[src/rtl/core/sha256r_pkg.sv]
// ----------------------------------------------------------------------------
// SHA-256 register engine package
// Offsets, command codes, round constants and round functions.
// ----------------------------------------------------------------------------
package sha256r_pkg;

	localparam logic [25:0] OFS_CTRL      = 26'h000;
	localparam logic [25:0] OFS_INFO      = 26'h008;
	localparam logic [25:0] OFS_MSG_FIRST = 26'h010;
	localparam logic [25:0] OFS_MSG_LAST  = 26'h04C;
	localparam logic [25:0] OFS_DIG_FIRST = 26'h060;
	localparam logic [25:0] OFS_DIG_LAST  = 26'h07C;
	localparam logic [31:0] INFO_VALUE    = 32'h0000_0100;
	localparam logic [31:0] CMD_INIT_A    = 32'h0000_0000;
	localparam logic [31:0] CMD_INIT_B    = 32'h0000_0010;
	localparam logic [31:0] CMD_RUN_A     = 32'h0000_000A;
	localparam logic [31:0] CMD_RUN_B     = 32'h0000_000E;

	// Read source select
	localparam logic [2:0] RK_ZERO = 3'd0;
	localparam logic [2:0] RK_INFO = 3'd1;
	localparam logic [2:0] RK_DIG  = 3'd2;

	// Datapath operation codes
	typedef enum logic [2:0] {
		OP_NONE  = 3'd0,
		OP_MSG   = 3'd1,
		OP_INIT  = 3'd2,
		OP_LOAD  = 3'd3,
		OP_ROUND = 3'd4,
		OP_ADD   = 3'd5
	} op_t;

	typedef struct packed {
		op_t        op;
		logic [5:0] rnd;
	} dp_cmd_t;

	function automatic logic [31:0] init_hash(input logic [2:0] i);
		case (i)
			3'd0: init_hash = 32'h6a09e667;
			3'd1: init_hash = 32'hbb67ae85;
			3'd2: init_hash = 32'h3c6ef372;
			3'd3: init_hash = 32'ha54ff53a;
			3'd4: init_hash = 32'h510e527f;
			3'd5: init_hash = 32'h9b05688c;
			3'd6: init_hash = 32'h1f83d9ab;
			default: init_hash = 32'h5be0cd19;
		endcase
	endfunction

	localparam logic [31:0] ROUND_K [64] = '{
		32'h428a2f98, 32'h71374491, 32'hb5c0fbcf, 32'he9b5dba5,
		32'h3956c25b, 32'h59f111f1, 32'h923f82a4, 32'hab1c5ed5,
		32'hd807aa98, 32'h12835b01, 32'h243185be, 32'h550c7dc3,
		32'h72be5d74, 32'h80deb1fe, 32'h9bdc06a7, 32'hc19bf174,
		32'he49b69c1, 32'hefbe4786, 32'h0fc19dc6, 32'h240ca1cc,
		32'h2de92c6f, 32'h4a7484aa, 32'h5cb0a9dc, 32'h76f988da,
		32'h983e5152, 32'ha831c66d, 32'hb00327c8, 32'hbf597fc7,
		32'hc6e00bf3, 32'hd5a79147, 32'h06ca6351, 32'h14292967,
		32'h27b70a85, 32'h2e1b2138, 32'h4d2c6dfc, 32'h53380d13,
		32'h650a7354, 32'h766a0abb, 32'h81c2c92e, 32'h92722c85,
		32'ha2bfe8a1, 32'ha81a664b, 32'hc24b8b70, 32'hc76c51a3,
		32'hd192e819, 32'hd6990624, 32'hf40e3585, 32'h106aa070,
		32'h19a4c116, 32'h1e376c08, 32'h2748774c, 32'h34b0bcb5,
		32'h391c0cb3, 32'h4ed8aa4a, 32'h5b9cca4f, 32'h682e6ff3,
		32'h748f82ee, 32'h78a5636f, 32'h84c87814, 32'h8cc70208,
		32'h90befffa, 32'ha4506ceb, 32'hbef9a3f7, 32'hc67178f2
	};

	function automatic logic [31:0] rotr(input logic [31:0] x, input int n);
		rotr = (x >> n) | (x << (32 - n));
	endfunction

endpackage

[src/rtl/core/sha256r_ctrl.sv]
// ----------------------------------------------------------------------------
// SHA-256 register engine controller
// Decodes accesses, sequences the 64 rounds and the final add, times results.
// ----------------------------------------------------------------------------
module sha256r_ctrl
	import sha256r_pkg::*;
(
	input  logic        clk,
	input  logic        arst_n,
	input  logic        start,
	input  logic        mode,
	input  logic [25:0] offset,
	input  logic [31:0] write_data,
	output logic        busy,
	output logic        done,
	output logic        bad_access,
	output logic        rd_en,
	output logic [2:0]  rd_sel,
	output logic [2:0]  rd_kind,
	output logic [3:0]  msg_idx,
	output dp_cmd_t     cmd
);

	typedef enum logic [3:0] {
		S_IDLE  = 4'b0001,
		S_LOAD  = 4'b0010,
		S_ROUND = 4'b0100,
		S_ADD   = 4'b1000
	} state_t;

	state_t     state_q;
	logic [5:0] rnd_q;
	logic       done_q, bad_q;

	logic aligned, in_msg, in_dig, is_init, is_run, acc;
	logic [25:0] dig_rel, msg_rel;

	assign acc     = start && !busy;
	assign aligned = offset[1:0] == 2'b00;
	assign in_msg  = aligned && offset >= OFS_MSG_FIRST && offset <= OFS_MSG_LAST;
	assign in_dig  = aligned && offset >= OFS_DIG_FIRST && offset <= OFS_DIG_LAST;
	assign is_init = write_data == CMD_INIT_A || write_data == CMD_INIT_B;
	assign is_run  = write_data == CMD_RUN_A || write_data == CMD_RUN_B;
	assign dig_rel = offset - OFS_DIG_FIRST;
	assign msg_rel = offset - OFS_MSG_FIRST;
	assign rd_sel  = dig_rel[4:2];
	assign msg_idx = msg_rel[5:2];
	assign busy    = state_q != S_IDLE;
	assign done    = done_q;
	assign bad_access = bad_q;
	assign rd_en   = acc;

	// Decode the read source; writes always return zero
	always_comb begin
		if (mode) rd_kind = RK_ZERO;
		else if (offset == OFS_CTRL) rd_kind = RK_ZERO;
		else if (offset == OFS_INFO) rd_kind = RK_INFO;
		else if (in_dig) rd_kind = RK_DIG;
		else rd_kind = RK_ZERO;
	end

	// Issue datapath commands
	always_comb begin
		cmd.op  = OP_NONE;
		cmd.rnd = rnd_q;
		unique case (state_q)
			S_IDLE: begin
				if (acc && mode) begin
					if (offset == OFS_CTRL && is_init) cmd.op = OP_INIT;
					else if (offset == OFS_CTRL && is_run) cmd.op = OP_LOAD;
					else if (in_msg) cmd.op = OP_MSG;
				end
			end
			S_ROUND: cmd.op = OP_ROUND;
			S_ADD:   cmd.op = OP_ADD;
			default: cmd.op = OP_NONE;
		endcase
	end

	// Advance the sequencer and time the result strobe
	always_ff @(posedge clk or negedge arst_n) begin
		if (!arst_n) begin
			state_q <= S_IDLE;
			rnd_q   <= '0;
			done_q  <= 1'b0;
			bad_q   <= 1'b0;
		end else begin
			done_q <= 1'b0;
			bad_q  <= 1'b0;
			unique case (state_q)
				S_IDLE: begin
					if (acc) begin
						if (mode && offset == OFS_CTRL && is_run) begin
							state_q <= S_ROUND;
							rnd_q   <= '0;
						end else begin
							done_q <= 1'b1;
							if (mode)
								bad_q <= !((offset == OFS_CTRL && is_init) ||
									offset == OFS_INFO || in_msg);
							else
								bad_q <= !(offset == OFS_CTRL || offset == OFS_INFO ||
									in_dig);
						end
					end
				end
				S_LOAD: state_q <= S_ROUND;
				S_ROUND: begin
					rnd_q <= rnd_q + 6'd1;
					if (rnd_q == 6'd63) state_q <= S_ADD;
				end
				S_ADD: begin
					state_q <= S_IDLE;
					done_q  <= 1'b1;
				end
				default: state_q <= S_IDLE;
			endcase
		end
	end

endmodule

[src/rtl/core/sha256r_dp.sv]
// ----------------------------------------------------------------------------
// SHA-256 register engine datapath
// Message and digest words, rolling schedule window and one round per cycle.
// ----------------------------------------------------------------------------
module sha256r_dp
	import sha256r_pkg::*;
(
	input  logic        clk,
	input  logic        arst_n,
	input  dp_cmd_t     cmd,
	input  logic [3:0]  msg_idx,
	input  logic [31:0] write_data,
	input  logic        rd_en,
	input  logic [2:0]  rd_sel,
	input  logic [2:0]  rd_kind,
	input  logic        done,
	input  logic        bad_access,
	output logic [31:0] read_data
);

	logic [31:0] msg_q [16];
	logic [31:0] dig_q [8];
	logic [31:0] w_q   [16];
	logic [31:0] v_q   [8];
	logic [31:0] rd_q;

	logic [31:0] s0, s1, w_new, big0, big1, mj, chs, t1, t2;

	// Schedule and round arithmetic
	always_comb begin
		s0    = rotr(w_q[1], 7) ^ rotr(w_q[1], 18) ^ (w_q[1] >> 3);
		s1    = rotr(w_q[14], 17) ^ rotr(w_q[14], 19) ^ (w_q[14] >> 10);
		w_new = w_q[0] + s0 + w_q[9] + s1;
		big0  = rotr(v_q[0], 2) ^ rotr(v_q[0], 13) ^ rotr(v_q[0], 22);
		big1  = rotr(v_q[4], 6) ^ rotr(v_q[4], 11) ^ rotr(v_q[4], 25);
		mj    = (v_q[0] & v_q[1]) ^ (v_q[0] & v_q[2]) ^ (v_q[1] & v_q[2]);
		chs   = (v_q[4] & v_q[5]) ^ (~v_q[4] & v_q[6]);
		t1    = v_q[7] + big1 + chs + ROUND_K[cmd.rnd] + w_q[0];
		t2    = big0 + mj;
	end

	// Hold architectural words
	always_ff @(posedge clk or negedge arst_n) begin
		if (!arst_n) begin
			for (int i = 0; i < 16; i++) msg_q[i] <= '0;
			for (int i = 0; i < 8; i++) dig_q[i] <= '0;
		end else begin
			case (cmd.op)
				OP_MSG:  msg_q[msg_idx] <= write_data;
				OP_INIT: for (int i = 0; i < 8; i++) dig_q[i] <= init_hash(3'(i));
				OP_ADD:  for (int i = 0; i < 8; i++) dig_q[i] <= dig_q[i] + v_q[i];
				default: ;
			endcase
		end
	end

	// Advance working variables and schedule window
	always_ff @(posedge clk) begin
		case (cmd.op)
			OP_LOAD: begin
				for (int i = 0; i < 16; i++) w_q[i] <= msg_q[i];
				for (int i = 0; i < 8; i++) v_q[i] <= dig_q[i];
			end
			OP_ROUND: begin
				for (int i = 0; i < 15; i++) w_q[i] <= w_q[i+1];
				w_q[15] <= w_new;
				for (int i = 1; i < 8; i++) v_q[i] <= v_q[i-1];
				v_q[4] <= v_q[3] + t1;
				v_q[0] <= t1 + t2;
			end
			default: ;
		endcase
	end

	// Capture read word
	always_ff @(posedge clk or negedge arst_n) begin
		if (!arst_n) rd_q <= '0;
		else if (rd_en) begin
			case (rd_kind)
				RK_INFO: rd_q <= INFO_VALUE;
				RK_DIG:  rd_q <= dig_q[rd_sel];
				default: rd_q <= '0;
			endcase
		end else if (cmd.op != OP_NONE) rd_q <= '0;
	end

	assign read_data = (done && !bad_access) ? rd_q : '0;

endmodule

[src/rtl/core/sha256_hash_engine_registers.sv]
// ----------------------------------------------------------------------------
// SHA-256 hash engine registers (top level)
// Register access window around a one-round-per-cycle compression core.
// ----------------------------------------------------------------------------
// Reads and plain writes give their result strobe in the cycle after start.
// A compression command runs 64 rounds, then the digest add, then the strobe.
// Throughput: one access per cycle, no new compression until the last is done;
// busy gates start. Reset clears digest and message words; results cannot stall.
module sha256_hash_engine_registers
	import sha256r_pkg::*;
(
	input  logic        clk,
	input  logic        arst_n,
	input  logic        start,
	output logic        busy,
	input  logic        mode,
	input  logic [25:0] offset,
	input  logic [31:0] write_data,
	output logic        done,
	output logic [31:0] read_data,
	output logic        bad_access
);

	dp_cmd_t    cmd;
	logic       rd_en;
	logic [2:0] rd_sel, rd_kind;
	logic [3:0] msg_idx;

	sha256r_ctrl u_ctrl (
		.clk, .arst_n, .start, .mode, .offset, .write_data,
		.busy, .done, .bad_access, .rd_en, .rd_sel, .rd_kind, .msg_idx, .cmd
	);

	sha256r_dp u_dp (
		.clk, .arst_n, .cmd, .msg_idx, .write_data, .rd_en, .rd_sel, .rd_kind,
		.done, .bad_access, .read_data
	);

endmodule

[config.mk]
export PLATFORM = sky130hd
export DESIGN_NAME = sha256_hash_engine_registers
export DESIGN_NICKNAME = d
export VERILOG_FILES = /design/src/rtl/core/sha256r_pkg.sv /design/src/rtl/core/sha256r_ctrl.sv /design/src/rtl/core/sha256r_dp.sv /design/src/rtl/core/sha256_hash_engine_registers.sv
export SDC_FILE = /design/constraint.sdc
export NUM_CORES = 2
export LEC_CHECK = 0
export BUFFER_PORTS_ARGS = -buffer_cell sky130_fd_sc_hd__buf_4
export CAP_MARGIN = 10
export CORE_MARGIN = 4
export CORE_UTILIZATION = 40
export DETAILED_ROUTE_END_ITERATION = 12
export SYNTH_ARGS = -nofsm -noshare
export SYNTH_HDL_FRONTEND = slang
export SYNTH_SLANG_ARGS = --single-unit
[constraint.sdc]
create_clock -name clk -period 34.3 [get_ports clk]
set_clock_uncertainty 0.2 [all_clocks]
set_input_delay 1.715 -clock clk [delete_from_list [all_inputs] [get_ports clk]]
set_output_delay 1.715 -clock clk [all_outputs]
set_load 0.005 [all_outputs]
==> results.sh <==
export IMPL_status="complete, but fails checks"
export IMPL_violations="slew limit"
export IMPL_slowest_delay_ps=720
export IMPL_syn_nets=9779
export IMPL_first_pass_iters=8
export IMPL_grt_pass1_vias=68000
export IMPL_path_depth=36
export IMPL_switching_power_uw=885
export IMPL_areaGrowthSynthToFinish_pct=10.0
export IMPL_cts_tree="built"
export IMPL_dp_cells=11900
export IMPL_gp_congestion=0.953
export IMPL_design_core_area_um2=228000
export IMPL_initial_core_util_pct=40.3
export IMPL_fp_dieW_um=488
export IMPL_netlist_instances=9127
export IMPL_post_cts_setup_buffers=0
export IMPL_timing_final_hold_violations=0
export IMPL_cts_repair_resized=0
export IMPL_synth_top_area_share_pct=25.1
export IMPL_dr_wl_met2_um=144000
export IMPL_min_delay_path_depth=2
export IMPL_cellLeakagePower_uw=0.0433
export IMPL_yosys_top_cells_area="edfxtp_1, dfrtp_1, nand2_1"
export IMPL_power_share_combinational_pct=1.7
export IMPL_grt_pass1_wl_um=448000
export IMPL_final_area_um2=101000
export IMPL_top_layer_used="met5"
export IMPL_crit_required_ps=34610
export IMPL_critPathKind="reg2reg"
export IMPL_die_h_um=488
export IMPL_wirelength_um=300000
export IMPL_gr_usage_all_layers_pct=24.9
export IMPL_wire_per_inst_um=24.6
export IMPL_cts_root_buffer="clkbuf_16"
export IMPL_die_area_um2=238000
export IMPL_p_clk_share_pct=47.6
export IMPL_vias_per_cell=5.61
export IMPL_yosys_most_used_dff="dfrtp_1"
export IMPL_switching_share_pct=22.8
export IMPL_p_int_uw=3000
export IMPL_nets=9681
export IMPL_async_reset_ff_share_pct=51.4
export IMPL_crit_path_top_delay_cell="o311ai_0"
export IMPL_io_pins=97
export IMPL_start_kind="register"
export IMPL_tightest_slew_ps=1610
export IMPL_yosys_area_top_type="edfxtp_1"
export IMPL_crit_family="compound AO/OA/AOI/OAI gates"
export IMPL_placementRows=175
export IMPL_cts_path_max_buffers=3
export IMPL_drv_slew=74
export IMPL_period_needed_ps=10110
export IMPL_drc_errors=0
export IMPL_slew_headroom_pct=-7.59
export IMPL_grt_max_degree=175
export IMPL_p_per_area_nw_per_um2=38.4
export IMPL_clkSinkCount=1579
export IMPL_yosysSeqAreaShare_pct=47.1
export IMPL_period_share_pct=29.5
export IMPL_ys_warn_count=0
export IMPL_htreeDepth=4
export IMPL_path_common_cell="inv_1"
export IMPL_cp_arrival_ps=10430
export IMPL_rsz0062_at_grt="no"
export IMPL_fmax_mhz=98.9
export IMPL_min_path_type="reg2reg"
export IMPL_drtAntennaViolNets=0
export IMPL_avgSynthCellArea_um2=10.1
export IMPL_instances_no_fill=12200
export IMPL_clk_pin_slew_ps=60
export IMPL_synth_cell_types=96
export IMPL_io_buffers=96
export IMPL_wl_met3_um=16000
export IMPL_gr_total_overflow=0
export IMPL_postCtsHoldBufs=0
export IMPL_peakVddDrop_v=0.0000430
export IMPL_insertion_delay_ps=880
export IMPL_drive_gt1_share_pct=12.0
export IMPL_cts_buffers=171
export IMPL_synth_seq_cells=1579
export IMPL_routed_via_count=68400
export IMPL_synth_edf_count=768
export IMPL_place_hpwl_um=212000
export IMPL_fin_setup_tns_ps=0
export IMPL_wl_met1_um=127000
export IMPL_placed_area_um2=95600
export IMPL_fillCellCount=21500
export IMPL_worstSetupEndpointType="register"
export IMPL_crit_fanout=65
export IMPL_setup_viol=0
export IMPL_synth_area_um2=92000
export IMPL_antenna_found_initial=7
export IMPL_drtIter0Drc=5923
export IMPL_reg2reg_depth=36
export IMPL_path_buf_inv=8
export IMPL_cap_violations=0
export IMPL_pwr_share_seq_pct=50.8
[per-layer routing]
| metal | track usage [%] | vias up |
|---|---|---|
| li1 | - | 31300 |
| met1 | 32.8 | 34600 |
| met2 | 41.9 | 2093 |
| met3 | 3.38 | 473 |
| met4 | 9.48 | 4 |
| met5 | 0 | - |
[worst register-to-register path, delay by kind of cell, from the launching register on]
| family | cells | cell delay [ps] |
|---|---|---|
| AOI/OAI and AO/OA | 15 | 3550 |
| adders and majority gates | 6 | 2670 |
| buffers and inverters | 8 | 1570 |
| and+or+nand+nor | 4 | 840 |
| xor gates and xnor gates | 3 | 590 |
| DFF | 1 | 320 |
[final timing paths]
check,start,end,slack (ps)
hold / removal,u_dp.rd_q[9],u_dp.rd_q[9],270
setup / recovery,u_ctrl.rnd_q[2],u_dp.v_q[0][31],24190
setup reg to reg,u_ctrl.rnd_q[2],u_dp.v_q[0][31],24190
hold reg to reg,u_dp.rd_q[9],u_dp.rd_q[9],270
min in group asynchronous,arst_n,u_dp.dig_q[161],710
max in group asynchronous,arst_n,u_dp.msg_q[17],28510
[power by group through the flow]
stage	logic (uW)	clock network, uW	registers [uW]
2_1_floorplan	17.3	0	2010
3_3_place_gp	66.8	0	2010
3_5_place_dp	66.8	0	2010
4_1_cts	66.8	1890	1970
5_1_grt	70.4	1960	1970
6_report	64.6	1850	1970
[through the flow]
step | hold WS, ps | utilization (%) | total power, uW | worst slack [ps]
after floorplan | 240 | - | 2030 | 14130
after global placement | 257 | 41.9 | 2080 | 24320
after detailed placement | 262 | 41.9 | 2080 | 24380
after CTS | 268 | 44.4 | 3930 | 24300
after global routing | 276 | 44.4 | 4010 | 23510
final | 270 | 44.4 | 3890 | 24190
[state kept, by name, summed over array words and instances (netlist names)]
| name | flops |
|---|---|
| u_dp.dig_q | 256 |
| u_dp.w_q | 512 |
| u_ctrl.bad_access | 1 |
| u_dp.rd_q | 32 |
| u_ctrl.rnd_q | 6 |
| u_dp.msg_q | 512 |
| u_dp.v_q | 256 |
| u_ctrl.done | 1 |
| u_ctrl.state_q | 3 |
[layout by cell type, fill, tap and decap left out, types with 344 or more instances in the layout]
| cell type | count |
|---|---|
| nand2_1 | 2447 |
| dfrtp_1 | 808 |
| nor2_1 | 354 |
| o21ai_0 | 427 |
| a21oi_1 | 473 |
| edfxtp_1 | 768 |
| ha_1 | 395 |
| xnor2_1 | 344 |
| inv_1 | 356 |
| mux2_2 | 514 |
[final cells by class]
type                            count  area [um2]  share of cell area (%)
Timing Repair Buffer              201        1570                    1.55
Clock inverter                     76         850                   0.839
Antenna cell                        7        17.5                  0.0173
Sequential cell                  1579       43400                    42.8
Clock buffer                      248        4770                    4.71
Tap cell                         3009        3760                    3.72
Inverter                          361        1360                    1.35
Multi-Input combinational cell   6715       45500                    45.0
[kinds of logic after synthesis]
family          Yosys count  share of synthesized area (%)
mux                     649                           8.68
flops                  1579                           47.1
xor+xnor                560                           5.35
buf+inv                 833                           3.52
compound gates         1619                           11.1
simple gates           3295                           14.6
fa+ha+maj               592                           9.64
[cell usage after synthesis, drive strengths merged, types with 195 or more instances]
master / n
a21o: 225
a21oi: 474
clkbuf: 354
dfrtp: 810
edfxtp: 768
fa: 195
ha: 395
inv: 359
mux2: 520
nand2: 2454
nor2: 356
o21ai: 444
xnor2: 344
xor2: 215
(Power assumes the default switching activity.)
